===== config.mk =====
export PLATFORM = sky130hd
export DESIGN_NAME = padded_decimal_formatter
export DESIGN_NICKNAME = d
export VERILOG_FILES = /design/src/pdfmt_pkg.sv /design/src/pdfmt_ctrl.sv /design/src/pdfmt_dp.sv /design/src/padded_decimal_formatter.sv
export SDC_FILE = /design/constraint.sdc
export NUM_CORES = 1
export LEC_CHECK = 0
export ABC_AREA = 1
export BUFFER_PORTS_ARGS = -buffer_cell sky130_fd_sc_hd__buf_4
export CAP_MARGIN = 20
export CORE_ASPECT_RATIO = 0.6
export CORE_MARGIN = 8
export CORE_UTILIZATION = 35
export DETAILED_ROUTE_END_ITERATION = 10
export HOLD_SLACK_MARGIN = 0.15
export PLACE_DENSITY = 0.64
export SLEW_MARGIN = 15
export SYNTH_ARGS = -nofsm -noshare
export SYNTH_HDL_FRONTEND = slang
export SYNTH_SLANG_ARGS = --single-unit

===== constraint.sdc =====
create_clock -name clk -period 4.7 [get_ports clk]
set_input_delay 0.94 -clock clk [delete_from_list [all_inputs] [get_ports clk]]
set_output_delay 0.94 -clock clk [all_outputs]
set_load 0.02 [all_outputs]

===== src/pdfmt_pkg.sv =====
// Shared types and constants for the padded decimal formatter.
// Used by the controller, the datapath and the top level; depends on nothing.
package pdfmt_pkg;

  localparam int MAX_WIDTH  = 32;
  localparam int VALUE_BITS = 31;
  localparam int DIGITS_MAX = 10;
  localparam int BCD_W      = 4 * DIGITS_MAX;
  localparam int NDIG_W     = $clog2(DIGITS_MAX + 1);
  localparam int TOT_W      = $clog2(MAX_WIDTH + 1);
  localparam int REM_W      = $clog2(MAX_WIDTH);
  localparam int BIT_CNT_W  = $clog2(VALUE_BITS);
  localparam int FW_W       = 6;
  localparam int FW_RESET   = 10;
  localparam int DATA_W     = 32;
  localparam int ADDR_W     = 3;
  localparam int CHAR_W     = 8;

  localparam logic [CHAR_W-1:0] ASCII_ZERO  = 8'h30;
  localparam logic [CHAR_W-1:0] ASCII_SPACE = 8'h20;

  // Register index of field_width in the configuration map
  localparam logic [ADDR_W-3:0] REG_FIELD_WIDTH = '0;

  typedef enum logic [1:0] {
    ST_IDLE,
    ST_CONV,
    ST_SIZE,
    ST_EMIT
  } pdfmt_state_t;

  // Commands from the controller to the datapath
  typedef struct packed {
    logic load;
    logic shift;
    logic size;
    logic step;
  } pdfmt_cmd_t;

  // Status from the datapath to the controller
  typedef struct packed {
    logic last;
  } pdfmt_stat_t;

endpackage


===== src/pdfmt_ctrl.sv =====
// Controller state machine of the decimal formatter: sequences conversion,
// sizing and character output. Depends on pdfmt_pkg.
module pdfmt_ctrl (
  input  logic                  clk,
  input  logic                  rst_n,
  input  logic                  in_valid,
  output logic                  in_stall,
  output logic                  out_valid,
  input  logic                  out_stall,
  input  pdfmt_pkg::pdfmt_stat_t stat,
  output pdfmt_pkg::pdfmt_cmd_t  cmd
);

  pdfmt_pkg::pdfmt_state_t state_r, state_nxt;
  logic [pdfmt_pkg::BIT_CNT_W-1:0] bit_cnt_r, bit_cnt_nxt;
  logic conv_done;

  assign conv_done = (bit_cnt_r == pdfmt_pkg::BIT_CNT_W'(pdfmt_pkg::VALUE_BITS - 1));

  // Next state
  always_comb begin
    state_nxt = state_r;
    unique case (state_r)
      pdfmt_pkg::ST_IDLE: if (in_valid) state_nxt = pdfmt_pkg::ST_CONV;
      pdfmt_pkg::ST_CONV: if (conv_done) state_nxt = pdfmt_pkg::ST_SIZE;
      pdfmt_pkg::ST_SIZE: state_nxt = pdfmt_pkg::ST_EMIT;
      pdfmt_pkg::ST_EMIT: if (!out_stall && stat.last) state_nxt = pdfmt_pkg::ST_IDLE;
      default: state_nxt = pdfmt_pkg::ST_IDLE;
    endcase
  end

  // Outputs and commands
  always_comb begin
    cmd         = '0;
    in_stall    = 1'b1;
    out_valid   = 1'b0;
    bit_cnt_nxt = bit_cnt_r;
    unique case (state_r)
      pdfmt_pkg::ST_IDLE: begin
        in_stall    = 1'b0;
        cmd.load    = in_valid;
        bit_cnt_nxt = '0;
      end
      pdfmt_pkg::ST_CONV: begin
        cmd.shift   = 1'b1;
        bit_cnt_nxt = bit_cnt_r + 1'b1;
      end
      pdfmt_pkg::ST_SIZE: begin
        cmd.size = 1'b1;
      end
      pdfmt_pkg::ST_EMIT: begin
        out_valid = 1'b1;
        cmd.step  = !out_stall && !stat.last;
      end
      default: ;
    endcase
  end

  // Hold state and conversion count
  always_ff @(posedge clk) begin
    if (!rst_n) begin
      state_r   <= pdfmt_pkg::ST_IDLE;
      bit_cnt_r <= '0;
    end else begin
      state_r   <= state_nxt;
      bit_cnt_r <= bit_cnt_nxt;
    end
  end

endmodule


===== src/pdfmt_dp.sv =====
// Datapath of the decimal formatter: shift-and-add-3 binary to BCD, digit
// count, padding count and character selection. Depends on pdfmt_pkg.
module pdfmt_dp (
  input  logic                                clk,
  input  logic [pdfmt_pkg::VALUE_BITS-1:0]    in_value,
  input  logic [pdfmt_pkg::FW_W-1:0]          field_width,
  input  pdfmt_pkg::pdfmt_cmd_t               cmd,
  output pdfmt_pkg::pdfmt_stat_t              stat,
  output logic [pdfmt_pkg::CHAR_W-1:0]        out_character,
  output logic                                out_last
);

  logic [pdfmt_pkg::VALUE_BITS-1:0] bin_r;
  logic [pdfmt_pkg::BCD_W-1:0]      bcd_r;
  logic [pdfmt_pkg::BCD_W-1:0]      bcd_adj;
  logic [pdfmt_pkg::NDIG_W-1:0]     nd_r, nd_cnt;
  logic [pdfmt_pkg::REM_W-1:0]      rem_r;
  logic [pdfmt_pkg::TOT_W-1:0]      width_sat, total;
  logic [3:0]                       dsel;
  logic [3:0]                       dig;

  // Add 3 to every BCD digit of 5 or more before the shift
  always_comb begin
    for (int i = 0; i < pdfmt_pkg::DIGITS_MAX; i++) begin
      dig = bcd_r[4*i +: 4];
      bcd_adj[4*i +: 4] = (dig >= 4'd5) ? dig + 4'd3 : dig;
    end
  end

  // Count significant digits, at least one
  always_comb begin
    nd_cnt = pdfmt_pkg::NDIG_W'(1);
    for (int i = 1; i < pdfmt_pkg::DIGITS_MAX; i++) begin
      if (bcd_r[4*i +: 4] != 4'd0) nd_cnt = pdfmt_pkg::NDIG_W'(i + 1);
    end
  end

  // Clamp the width and take the longer of width and digit count
  always_comb begin
    if ({1'b0, field_width} > (pdfmt_pkg::FW_W + 1)'(pdfmt_pkg::MAX_WIDTH)) begin
      width_sat = pdfmt_pkg::TOT_W'(pdfmt_pkg::MAX_WIDTH);
    end else begin
      width_sat = pdfmt_pkg::TOT_W'(field_width);
    end
    if (width_sat > pdfmt_pkg::TOT_W'(nd_cnt)) begin
      total = width_sat;
    end else begin
      total = pdfmt_pkg::TOT_W'(nd_cnt);
    end
  end

  // Load, convert, size and count down the characters
  always_ff @(posedge clk) begin
    if (cmd.load) begin
      bin_r <= in_value;
      bcd_r <= '0;
    end else if (cmd.shift) begin
      bcd_r <= {bcd_adj[pdfmt_pkg::BCD_W-2:0], bin_r[pdfmt_pkg::VALUE_BITS-1]};
      bin_r <= {bin_r[pdfmt_pkg::VALUE_BITS-2:0], 1'b0};
    end
    if (cmd.size) begin
      nd_r  <= nd_cnt;
      rem_r <= pdfmt_pkg::REM_W'(total - 1'b1);
    end else if (cmd.step) begin
      rem_r <= rem_r - 1'b1;
    end
  end

  // Pick the digit that the down counter points at
  always_comb begin
    dsel = 4'd0;
    for (int i = 0; i < pdfmt_pkg::DIGITS_MAX; i++) begin
      if (rem_r[3:0] == 4'(i)) dsel = bcd_r[4*i +: 4];
    end
  end

  // Positions above the digit count are padding
  assign out_character = (pdfmt_pkg::TOT_W'(rem_r) >= pdfmt_pkg::TOT_W'(nd_r)) ?
                         pdfmt_pkg::ASCII_SPACE :
                         pdfmt_pkg::ASCII_ZERO + pdfmt_pkg::CHAR_W'(dsel);
  assign out_last  = (rem_r == '0);
  assign stat.last = out_last;

endmodule


===== src/padded_decimal_formatter.sv =====
// Padded decimal formatter: an item takes an accept step, the conversion steps
// and a sizing step, then one character per cycle while not stalled.
// No new item is taken until its last character has gone out; an item gives out
// max(field_width clamped to 32, digit count) characters.
// Synchronous active-low reset returns to idle and sets field_width to 10.
module padded_decimal_formatter (
  input  logic                               clk,
  input  logic                               rst_n,
  input  logic                               in_valid,
  output logic                               in_stall,
  input  logic [pdfmt_pkg::VALUE_BITS-1:0]   in_value,
  output logic                               out_valid,
  input  logic                               out_stall,
  output logic [pdfmt_pkg::CHAR_W-1:0]       out_character,
  output logic                               out_last,
  input  logic                               psel,
  input  logic                               penable,
  input  logic                               pwrite,
  input  logic [pdfmt_pkg::ADDR_W-1:0]       paddr,
  input  logic [pdfmt_pkg::DATA_W-1:0]       pwdata,
  output logic [pdfmt_pkg::DATA_W-1:0]       prdata,
  output logic                               pready
);

  pdfmt_pkg::pdfmt_cmd_t  cmd;
  pdfmt_pkg::pdfmt_stat_t stat;
  logic [pdfmt_pkg::FW_W-1:0] field_width_r;
  logic                       fw_sel;

  assign pready = 1'b1;
  assign fw_sel = (paddr[pdfmt_pkg::ADDR_W-1:2] == pdfmt_pkg::REG_FIELD_WIDTH);

  // Write the field width register
  always_ff @(posedge clk) begin
    if (!rst_n) begin
      field_width_r <= pdfmt_pkg::FW_W'(pdfmt_pkg::FW_RESET);
    end else if (psel && penable && pwrite && pready && fw_sel) begin
      field_width_r <= pwdata[pdfmt_pkg::FW_W-1:0];
    end
  end

  // Read back
  assign prdata = fw_sel ? pdfmt_pkg::DATA_W'(field_width_r) : '0;

  pdfmt_ctrl u_ctrl (
    .clk       (clk),
    .rst_n     (rst_n),
    .in_valid  (in_valid),
    .in_stall  (in_stall),
    .out_valid (out_valid),
    .out_stall (out_stall),
    .stat      (stat),
    .cmd       (cmd)
  );

  pdfmt_dp u_dp (
    .clk           (clk),
    .in_value      (in_value),
    .field_width   (field_width_r),
    .cmd           (cmd),
    .stat          (stat),
    .out_character (out_character),
    .out_last      (out_last)
  );

endmodule


Word-level counts from Yosys, hierarchy flattened
Cells that the tools add are included.

storage, ports and cells
  register bits = 93
  input port bits = 73
  output and inout port bits = 44
  logic and storage cells = 122

cells by class
  add/subtract/negate cells = 14
  $lt $le $gt $ge = 13
  eq/ne operators = 16
  multiplexer cells = 48
  bitwise operators = 1
  reductions and logical operators = 23

operator list
  kind                 count
  $mux 4               22
  $mux 31              2
  $ge 4x3->1 const B   10
  $add 4x2->4 const B  9
  $reduce_bool 4->1    9
  $eq 4x3->1 const B   4
  $mux 3               5
  $mux 5               3
  $mux 6               2
  $mux 2               5
  $pmux 5 s2           1
  $sub 5x1->5 const B  2
  $eq 4x2->1 const B   2
  $eq 4x4->1 const B   2
  $mux 8               1
  $pmux 2 s4           1
  $add 6x4->7 const A  1
  $gt 6x4->1           1
  $gt 6x6->1 const B   1
  $mux 1               6
  $reduce_bool 2->1    3
  $add 5x1->5 const B  1
  $eq 5x5->1 const B   1
  $ge 5x4->1           1
  13 further kinds     20

Logic depth before layout (Yosys ltp)
Gate-level depths: netlist (run 1).

  word-level depth = 14
  depth in mapped cells = 27
  depth with buffers taken out = 27

By module
Synthesis (run 1) repeated with hierarchy kept, for this count alone.

second synthesis, totals
  cell total of the unflattened synthesis = 792
  area total of the unflattened synthesis = 5825.6 um^2

by module, submodules not included
  module                    instances  cells each  area an instance (um^2)  sequential area each (um^2)
  pdfmt_dp                  1          641         4798.4                   2001.9
  padded_decimal_formatter  1          82          556.8                    120.1
  pdfmt_ctrl                1          69          470.5                    140.1

Least setup slack after synthesis (run 1)
Ideal clock, no wire load.

  path type = reg-to-output
  start point = reg u_dp.rem_r[0] (netlist bit)
  end point = out out_character[2] (netlist bit)
  data arrival time = 2.103 ns
  data required time = 3.760 ns
  path slack = 1.657 ns
  cell stages (with the launch flop) = 12
  buffers on the path = 0
  path through = edfxtp_1 -> inv_1 -> ha_1 -> o21ai_1 -> inv_1 -> o21ai_1 -> inv_1 -> o21ai_1 -> nand2_1 -> nor2_1 -> o21ai_0 -> a21oi_1

on the way
  cells in the longest elaborated chain, start to end = 13
  elaborated cells between the ends (all ways) = 23
  those cells by class = 1 x add/sub; 1 x order compare; 9 x eq/ne; 11 x mux; 1 x reduce/logical

RTL lines
  item                    RTL line                        source
  start, declared         pdfmt_dp.sv:17                  logic [pdfmt_pkg::REM_W-1:0] rem_r;
  start signal, assigned  pdfmt_dp.sv:63                  rem_r <= pdfmt_pkg::REM_W'(total - 1'b1);
  start signal, assigned  pdfmt_dp.sv:65                  rem_r <= rem_r - 1'b1;
  $logic_not 4->1         pdfmt_dp.sv:73                  if (rem_r[3:0] == 4'(i)) dsel = bcd_r[4*i +: 4];
  $mux 4 (10 in a row)    pdfmt_dp.sv:73
  $add 6x4->7             pdfmt_dp.sv:80                  pdfmt_pkg::ASCII_ZERO + pdfmt_pkg::CHAR_W'(dsel);
  $mux 8 *                pdfmt_dp.sv:78                  assign out_character = (pdfmt_pkg::TOT_W'(rem_r) >= pdfmt_pkg::TOT_W'(nd_r)) ?
  end, declared           padded_decimal_formatter.sv:14  output logic [pdfmt_pkg::CHAR_W-1:0] out_character,

Mark *: on every way between the ends. The rest lies on a longest branch, timed or not.

Worst setup path after layout (run 1)
  start point = reg u_dp.rem_r[0] (netlist bit)
  end point = out out_character[3] (netlist bit)

Same word-level chain as after synthesis.

==> impl_metrics.tcl, run 1 <==
set metrics [dict create \
    dp_hpwl_um 9940 \
    port_buffers 58 \
    netlist_area_um2 5630 \
    core_region_area_um2 16000 \
    ctsHtreeMaxLevel 3 \
    power_mw 2.95 \
    min_path_cells 2 \
    start_kind "flip-flop" \
    cts.sinks 93 \
    crit_arrival_ns 2.57 \
    r2r_cells 24 \
    wirelength_um 13500 \
    required_ns 3.76 \
    synth_top_cell_by_area "edfxtp_1" \
    skew_ns 0.00813 \
    cts_resized 0 \
    status "complete, no violations" \
    drtPass1Iterations 5 \
    grt_max_degree 53 \
    yosysUniqueCellTypes 42 \
    fin_tns_setup_ns 0 \
    cellPowerDensity_nw_per_um2 456 \
    diodes 0 \
    die_w_um 180 \
    overflow 0 \
    area_delta_synth_final_pct 15.1 \
    drive_gt1_frac 0.130 \
    drt_iter0_drc 446 \
    grt_pass1_wl_um 22000 \
    ios 117 \
    seq_area_frac_synth 0.402 \
    dp.cells 1000 \
    grt_pass1_vias 4354 \
    fin_crit_sh 0.746 \
    place.gp.congestion 0.831 \
    row_count 36 \
    tightest_slew_ns 0.774 \
    regArea_um2 2260 \
    ant_nets 0 \
    clk_pin_slew_ns 0.07 \
    synth_area_leaders "edfxtp_1, dfxtp_1, nand2_1" \
    viasPerCell 4.74 \
    path_class "flip-flop to output pin" \
    multi_input_area_um2 2790 \
    vias 4812 \
    async_flop_share 0 \
    die-area_um2 20500 \
    cts_tree "done" \
    nFillCells 1628 \
    cts_setup_buffers 0 \
    yosys_warnings 0 \
    wl_per_cell_um 13.3 \
    synth_edf_count 40 \
    antenna_found_initial 0 \
    power.leakage_nw 2.89 \
    rsz0062_at_grt "no" \
    clk_latency_ns 0.35 \
    syn_inst 746 \
    fin_nets 912 \
    drv_cap 0 \
    slew_headroom 0.480 \
    die_h_um 114 \
    start_util 0.352 \
    utilization 0.405 \
    hold_buffers 0 \
    numCtsBuffers 9 \
    finalSetupViolCount 0 \
    finalNonFillerCells 1016 \
    min_path_type "flip-flop to flip-flop" \
    cts_root_buf "clkbuf_16" \
    synth_most_common_cell "nand2_1" \
    synthFlopType "dfxtp_1" \
    synth_top_area_frac 0.213 \
    period_needed_ns 3.51 \
    clock_path_buffers 2 \
    path_max_fanout 6 \
    synth_seq_cells 93 \
    netlist_top_cells_count "nand2_1, inv_1, o21ai_0, dfxtp_1, nor2_1" \
    drc_errors 0 \
    syn_avg_cell_area_um2 7.54 \
    hold_viol 0 \
    drv_slew 0 \
    max_freq_ghz 0.285 \
    cp-end-kind "output pin" \
    grt_usage 0.130 \
    ir_drop_mv 0.202 \
]
[final timing paths]
| path | to | startpoint | slack (ns) |
|---|---|---|---|
| worst max-delay path | out_character[3] | u_dp.rem_r[0]$_DFFE_PP_ | 1.19 |
| worst min-delay path | u_dp.bcd_r[0]$_SDFFE_PP0P_ | u_dp.bin_r[30]$_DFFE_PP_ | 0.46 |
| worst min register to register | u_dp.bcd_r[0]$_SDFFE_PP0P_ | u_dp.bin_r[30]$_DFFE_PP_ | 0.46 |
| worst max register to register | u_dp.rem_r[4]$_DFFE_PP_ | u_dp.bcd_r[8]$_SDFFE_PP0P_ | 1.44 |
[logic make-up (layout without fill, tap and decap cells)]
kind of cell             count (synthesis)  in the layout  share of synthesized area
AND/OR/NAND/NOR                        306            306                      0.225
buffers and inverters                  150            183                      0.121
AO/OA/AOI/OAI                          149            149                      0.155
flip-flops                              93             93                      0.402
adder cells (fa/ha/maj)                 37             37                     0.0823
XOR/XNOR                                 9              9                     0.0140
other                                    2             30                    0.00133
[cell usage in the layout (no fill, tap or decap), types with 2 or more instances in the layout]
cell       instances
inv_2              7
nand4_1            2
a211oi_1           3
o32ai_1            6
dfxtp_1           53
nand3_1           35
xor2_1             9
o22ai_1           22
o31ai_1            3
inv_1             96
edfxtp_1          40
nor2_2             5
ha_1              37
a31oi_1            6
o21ai_0           54
buf_4             64
nand2_2            5
clkbuf_16          9
or2_2              3
nand2_1          200
conb_1            30
a21oi_1           36
inv_6              2
nor2_1            46
clkinv_4           2
o211ai_1           7
o21ai_1            3
nor3_1             4
[per-stage QoR]
step                      hold slack [ns]  area, um^2  worst slack (ns)
final                               0.455        6480              1.19
after global routing                0.490        6480             0.899
after CTS                           0.458        6480              1.17
after detailed placement            0.444        6180              1.46
after global placement              0.434        6180              1.51
after floorplan                     0.422        5730              1.66
[flip-flops by register name (all words and copies together), names as in the netlist]
| name | cells |
|---|---|
| field_width_r | 6 |
| u_dp.rem_r | 5 |
| u_dp.bcd_r | 40 |
| u_ctrl.bit_cnt_r | 5 |
| u_dp.bin_r | 31 |
| u_ctrl.state_r | 2 |
| u_dp.nd_r | 4 |
[layout make-up]
cell class,instances,share of cell area
Clock buffer,9,0.0348
Sequential cell,93,0.349
Inverter,103,0.0597
Timing Repair Buffer,64,0.0742
Clock inverter,7,0.0108
Multi-Input combinational cell,531,0.431
Tap cell,209,0.0404
[where the power goes]
part           switching, mW  total (mW)  internal [mW]
Combinational          0.699        1.00          0.306
Clock                  0.350       0.723          0.373
Sequential            0.0910        1.22           1.13
Total                   1.14        2.95           1.81
[worst max-delay path, cell delays in order (launching register included)]
cell	delay (ns)
edfxtp_1	0.46
inv_1	0.16
ha_1	0.25
o21ai_1	0.13
inv_1	0.05
o21ai_1	0.11
inv_1	0.05
o21ai_1	0.12
nand2_1	0.06
nor2_1	0.30
o21ai_0	0.14
a21oi_1	0.20
buf_4	0.18
[layer usage]
layer | GRT usage | part of all wire
met5 | 0 | 0
met4 | 0.0315 | 0.0067
met3 | 0.0304 | 0.051
met2 | 0.180 | 0.41
met1 | 0.194 | 0.53
No activity file was read; power rests on OpenSTA's default activity.
==> run 2, diff against run 1 <==
==> constraint.sdc (replaced) <==
create_clock -name clk -period 3.52 [get_ports clk]
set_input_delay 0.704 -clock clk [delete_from_list [all_inputs] [get_ports clk]]
set_output_delay 0.704 -clock clk [all_outputs]
set_load 0.02 [all_outputs]
==> impl_metrics.tcl, run 2 (same netlist as run 1, synthesis figures left out) <==
set metrics [dict create \
    die_h_um 114 \
    grt_usage 0.132 \
    top_register "u_dp.bcd_r" \
    ctsHtreeMaxLevel 3 \
    rsz0062_at_grt "no" \
    crit_arrival_ns 2.55 \
    wl_per_cell_um 13.4 \
    path_class "flip-flop to output pin" \
    seqPwrFrac 0.409 \
    fin_crit_sh 0.925 \
    reg2reg_setup_slack_ns 0.31 \
    clk_pin_slew_ns 0.07 \
    comb_power_share 0.345 \
    dp_hpwl_um 10100 \
    viasPerCell 4.72 \
    cts_root_buf "clkbuf_16" \
    drv_slew 0 \
    die-area_um2 20500 \
    place.gp.congestion 0.840 \
    ir_drop_mv 0.350 \
    area_delta_synth_final_pct 15.5 \
    overflow 0 \
    finalSetupViolCount 0 \
    drc_errors 0 \
    cts_setup_buffers 0 \
    diodes 0 \
    min_path_type "flip-flop to flip-flop" \
    wirelength_um 13700 \
    slew_headroom 0.464 \
    status "complete, no violations" \
    final_cell_mix "nand2_1, inv_1, buf_4" \
    tightest_slew_ns 0.797 \
    crit_path_frequent_cell "nand2_1" \
    drt_iter0_drc 374 \
    ios 117 \
    row_count 36 \
    reg.largest.list "u_dp.bcd_r x40, u_dp.bin_r x31, field_width_r x6" \
    p_int_mw 2.44 \
    cp-end-kind "output pin" \
    fin_tns_setup_ns 0 \
    p_clk_frac 0.246 \
    clock_path_buffers 2 \
    top_layer "met4" \
    wl_met2_um 5550 \
    wl_met3_um 672 \
    drv_cap 0 \
    die_w_um 180 \
    nFillCells 1619 \
    largest_reg_flops 40 \
    final_common_cell "nand2_1" \
    port_buffers 58 \
    cp_top_family "simple AND/OR/NAND/NOR gates" \
    cts_resized 0 \
    fin_nets 913 \
    power.leakage_nw 2.90 \
    start_util 0.352 \
    drtPass1Iterations 5 \
    cts_tree "done" \
    core_region_area_um2 16000 \
    period_needed_ns 3.26 \
    grt_pass1_wl_um 22400 \
    required_ns 2.82 \
    grt_pass1_vias 4475 \
    path_max_fanout 5 \
    slowest_stage "edfxtp_1" \
    power.switching_mw 1.55 \
    start_kind "flip-flop" \
    vias 4796 \
    hold_viol 0 \
    cts.sinks 93 \
    cellPowerDensity_nw_per_um2 614 \
    path_cells "inv_1 -> nand2_1 -> nor3_1 -> nand2_1 -> o2111ai_1 -> nor2_1 -> o211ai_1 -> o21ai_0 -> a21oi_1 -> buf_4" \
    switching_share 0.388 \
    numCtsBuffers 9 \
    wl_met1_um 7350 \
    skew_ns 0.0128 \
    antenna_found_initial 0 \
    clk_latency_ns 0.36 \
    hold_ws_ns 0.442 \
    utilization 0.406 \
    drive_gt1_frac 0.132 \
    ant_nets 0 \
    slowest_delay_ns 0.50 \
    max_freq_ghz 0.307 \
    critPathBufInv 2 \
    hold_buffers 0 \
    grt_max_degree 45 \
]
run 2: path summary, 6_finish.rpt:
check | end | startpoint | depth (start not counted)
hold / removal | u_dp.bcd_r[0]$_SDFFE_PP0P_ | u_dp.bin_r[30]$_DFFE_PP_ | 2
setup / recovery | out_character[2] | u_dp.rem_r[2]$_DFFE_PP_ | 10
setup reg to reg | u_dp.rem_r[4]$_DFFE_PP_ | u_dp.bcd_r[28]$_SDFFE_PP0P_ | 20
hold reg to reg | u_dp.bcd_r[0]$_SDFFE_PP0P_ | u_dp.bin_r[30]$_DFFE_PP_ | 2
run 2: cell type report:
| class | instances | area (um^2) | area share |
|---|---|---|---|
| clock buffer | 9 | 225 | 0.0347 |
| clock inverter | 7 | 62.6 | 0.00963 |
| inverter | 103 | 387 | 0.0595 |
| multi-input combinational | 531 | 2800 | 0.431 |
| sequential | 93 | 2260 | 0.348 |
| tap | 209 | 262 | 0.0402 |
| timing repair buffer | 65 | 500 | 0.0770 |
run 2: stage by stage:
stage / power (mW) / setup WS, ns / std cells / area, um^2
after floorplan: 2.59 / 0.701 / 774 / 5730
after global placement: 3.00 / 0.362 / 1001 / 6200
after detailed placement: 3.02 / 0.323 / 1001 / 6200
after CTS: 3.99 / 0.0778 / 1017 / 6490
after global routing: 4.26 / 0.00335 / 1017 / 6500
final: 3.99 / 0.262 / 1017 / 6500
run 2: metal layers:
metal  vias to the layer above  global-route usage
met4                         0              0.0287
met5                         -                   0
li1                       2507                   -
met2                       103               0.186
met1                      2176               0.197
met3                        10              0.0314
run 2: power groups by stage:
stage          Clock [mW]  Combinational [mW]  Sequential, mW
3_5_place_dp            0                1.36            1.65
6_report            0.979                1.38            1.63
2_1_floorplan           0               0.970            1.62
3_3_place_gp            0                1.35            1.65
5_1_grt              1.04                1.56            1.66
4_1_cts             0.986                1.37            1.63
run 2: worst min-delay path, cell delays in order, from the launching register on:
cell and delay [ns]:
edfxtp_1 0.32, nand2_1 0.04, o21ai_0 0.05
==> run 3, diff against run 2 <==
--- a/config.mk
+++ b/config.mk
@@ -14,7 +14,9 @@
 export DETAILED_ROUTE_END_ITERATION = 10
 export HOLD_SLACK_MARGIN = 0.15
 export PLACE_DENSITY = 0.64
+export REMOVE_ABC_BUFFERS = 1
 export SLEW_MARGIN = 15
 export SYNTH_ARGS = -nofsm -noshare
 export SYNTH_HDL_FRONTEND = slang
 export SYNTH_SLANG_ARGS = --single-unit
+export TNS_END_PERCENT = 5
==> constraint.sdc (replaced) <==
create_clock -name clk -period 3.3 [get_ports clk]
set_input_delay 0.66 -clock clk [delete_from_list [all_inputs] [get_ports clk]]
set_output_delay 0.66 -clock clk [all_outputs]
set_load 0.02 [all_outputs]
==> impl_metrics.tcl, run 3 (same netlist as run 1, synthesis figures left out) <==
set metrics [dict create \
    crit_arrival_ns 2.46 \
    period_needed_ns 3.12 \
    clk_latency_ns 0.35 \
    vias 4961 \
    start_kind "flip-flop" \
    drc_errors 0 \
    skew_ns 0.00746 \
    grt_pass1_vias 4430 \
    required_ns 2.64 \
    die_w_um 180 \
    fin_crit_sh 0.946 \
    hold_viol 0 \
    max_freq_ghz 0.320 \
    finalInstanceArea_um2 6700 \
    wirelength_um 14100 \
    viasPerCell 4.82 \
    ios 117 \
    die_h_um 114 \
    numCtsBuffers 9 \
    status "complete, no violations" \
    nFillCells 1643 \
    place.gp.congestion 0.841 \
    cts_root_buf "clkbuf_16" \
    min_path_type "flip-flop to flip-flop" \
    cellPowerDensity_nw_per_um2 652 \
    drtPass1Iterations 5 \
    row_count 36 \
    finalSetupViolCount 0 \
    diodes 0 \
    ctsHtreeMaxLevel 3 \
    reg.largest.list "u_dp.bcd_r x40, u_dp.bin_r x31, field_width_r x6" \
    drive_gt1_frac 0.179 \
    wl_per_cell_um 13.7 \
    final_cell_mix "nand2_1, inv_1, buf_4" \
    cts.sinks 93 \
    min_path_cells 2 \
    final_common_cell "nand2_1" \
    ir_drop_mv 0.333 \
    drt_iter0_drc 362 \
    overflow 0 \
    r2r_cells 20 \
    tightest_slew_ns 0.746 \
    area_delta_synth_final_pct 19.1 \
    fin_nets 926 \
    drv_cap 0 \
    hold_buffers 0 \
    power_mw 4.37 \
    ant_nets 0 \
    top_register "u_dp.bcd_r" \
    cp-end-kind "output pin" \
    die-area_um2 20500 \
    slew_headroom 0.498 \
    power.leakage_nw 2.98 \
    path_max_fanout 5 \
    cts_tree "done" \
    core_region_area_um2 16000 \
    grt_max_degree 45 \
    placed_area_um2 6260 \
    reg2reg_setup_slack_ns 0.29 \
    path_class "flip-flop to output pin" \
    dp_hpwl_um 10200 \
    clk_pin_slew_ns 0.07 \
    grt_pass1_wl_um 23000 \
    drv_slew 0 \
    largest_reg_flops 40 \
    port_buffers 58 \
    clock_path_buffers 2 \
    grt_usage 0.135 \
    antenna_found_initial 0 \
    start_util 0.352 \
]
run 3: cell types whose count changed in the layout (fill, tap and decap cells not counted), sizes merged:
cell and change:
bufinv +1, buf +13, clkinvlp +2, inv -3
run 3: repair_timing:
| item | 4_1_cts | 5_1_grt |
|---|---|---|
| pin swaps | 0 | 8 |
| resized for setup | 2 | 32 |
| endpoints found under the setup margin | 2 | 8 |
| gates cloned | 0 | 0 |
| buffers inserted | 0 | 6 |
| endpoints found under the hold margin | 0 | 0 |
run 3: path summary, 6_finish.rpt:
path                               startpoint                    endpoint
setup / recovery      u_dp.rem_r[2]$_DFFE_PP_            out_character[2]
hold / removal       u_dp.bin_r[30]$_DFFE_PP_  u_dp.bcd_r[0]$_SDFFE_PP0P_
setup reg to reg  u_dp.bcd_r[21]$_SDFFE_PP0P_     u_dp.rem_r[4]$_DFFE_PP_
hold reg to reg      u_dp.bin_r[30]$_DFFE_PP_  u_dp.bcd_r[0]$_SDFFE_PP0P_
run 3: power breakdown:
part	total (mW)	internal [mW]	switching [mW]
Sequential	1.74	1.61	0.127
Clock	1.09	0.599	0.492
Combinational	1.54	0.494	1.04
Total	4.37	2.70	1.66
run 3: layout make-up:
type / instances / area (um^2) / share of cell area
Tap cell: 209 / 262 / 0.0390
Clock inverter: 7 / 81.3 / 0.0121
Clock buffer: 9 / 225 / 0.0336
Timing Repair Buffer: 78 / 598 / 0.0893
Multi-Input combinational cell: 531 / 2870 / 0.429
Sequential cell: 93 / 2270 / 0.339
Inverter: 103 / 387 / 0.0577
run 3: stage by stage:
step	utilization	TNS, ns	hold slack [ns]	std cells	setup WS [ns]
finish	0.419	0	0.470	1030	0.179
detailed placement	0.391	0	0.464	1008	0.0164
CTS	0.411	0	0.482	1024	0.0426
global placement	0.391	0	0.453	1008	0.101
global route	0.419	-0.000538	0.517	1030	-0.000538
floorplan	-	0	0.422	727	0.225
run 3: metal layers:
metal | track usage | share of wire | vias up
met5 | 0 | 0 | -
met4 | 0.0282 | 0.0062 | 0
met3 | 0.0276 | 0.067 | 8
met2 | 0.185 | 0.39 | 143
met1 | 0.209 | 0.54 | 2269
li1 | - | - | 2541
run 3: critical path, stage by stage, from the launching register on:
cell and delay [ns]:
edfxtp_1 0.50, inv_1 0.15, nand2_1 0.09, nor3_1 0.45, nand2_1 0.12, o2111ai_1 0.11
nor2_1 0.09, o211ai_1 0.09, o21ai_0 0.13, a21oi_2 0.20, buf_4 0.17
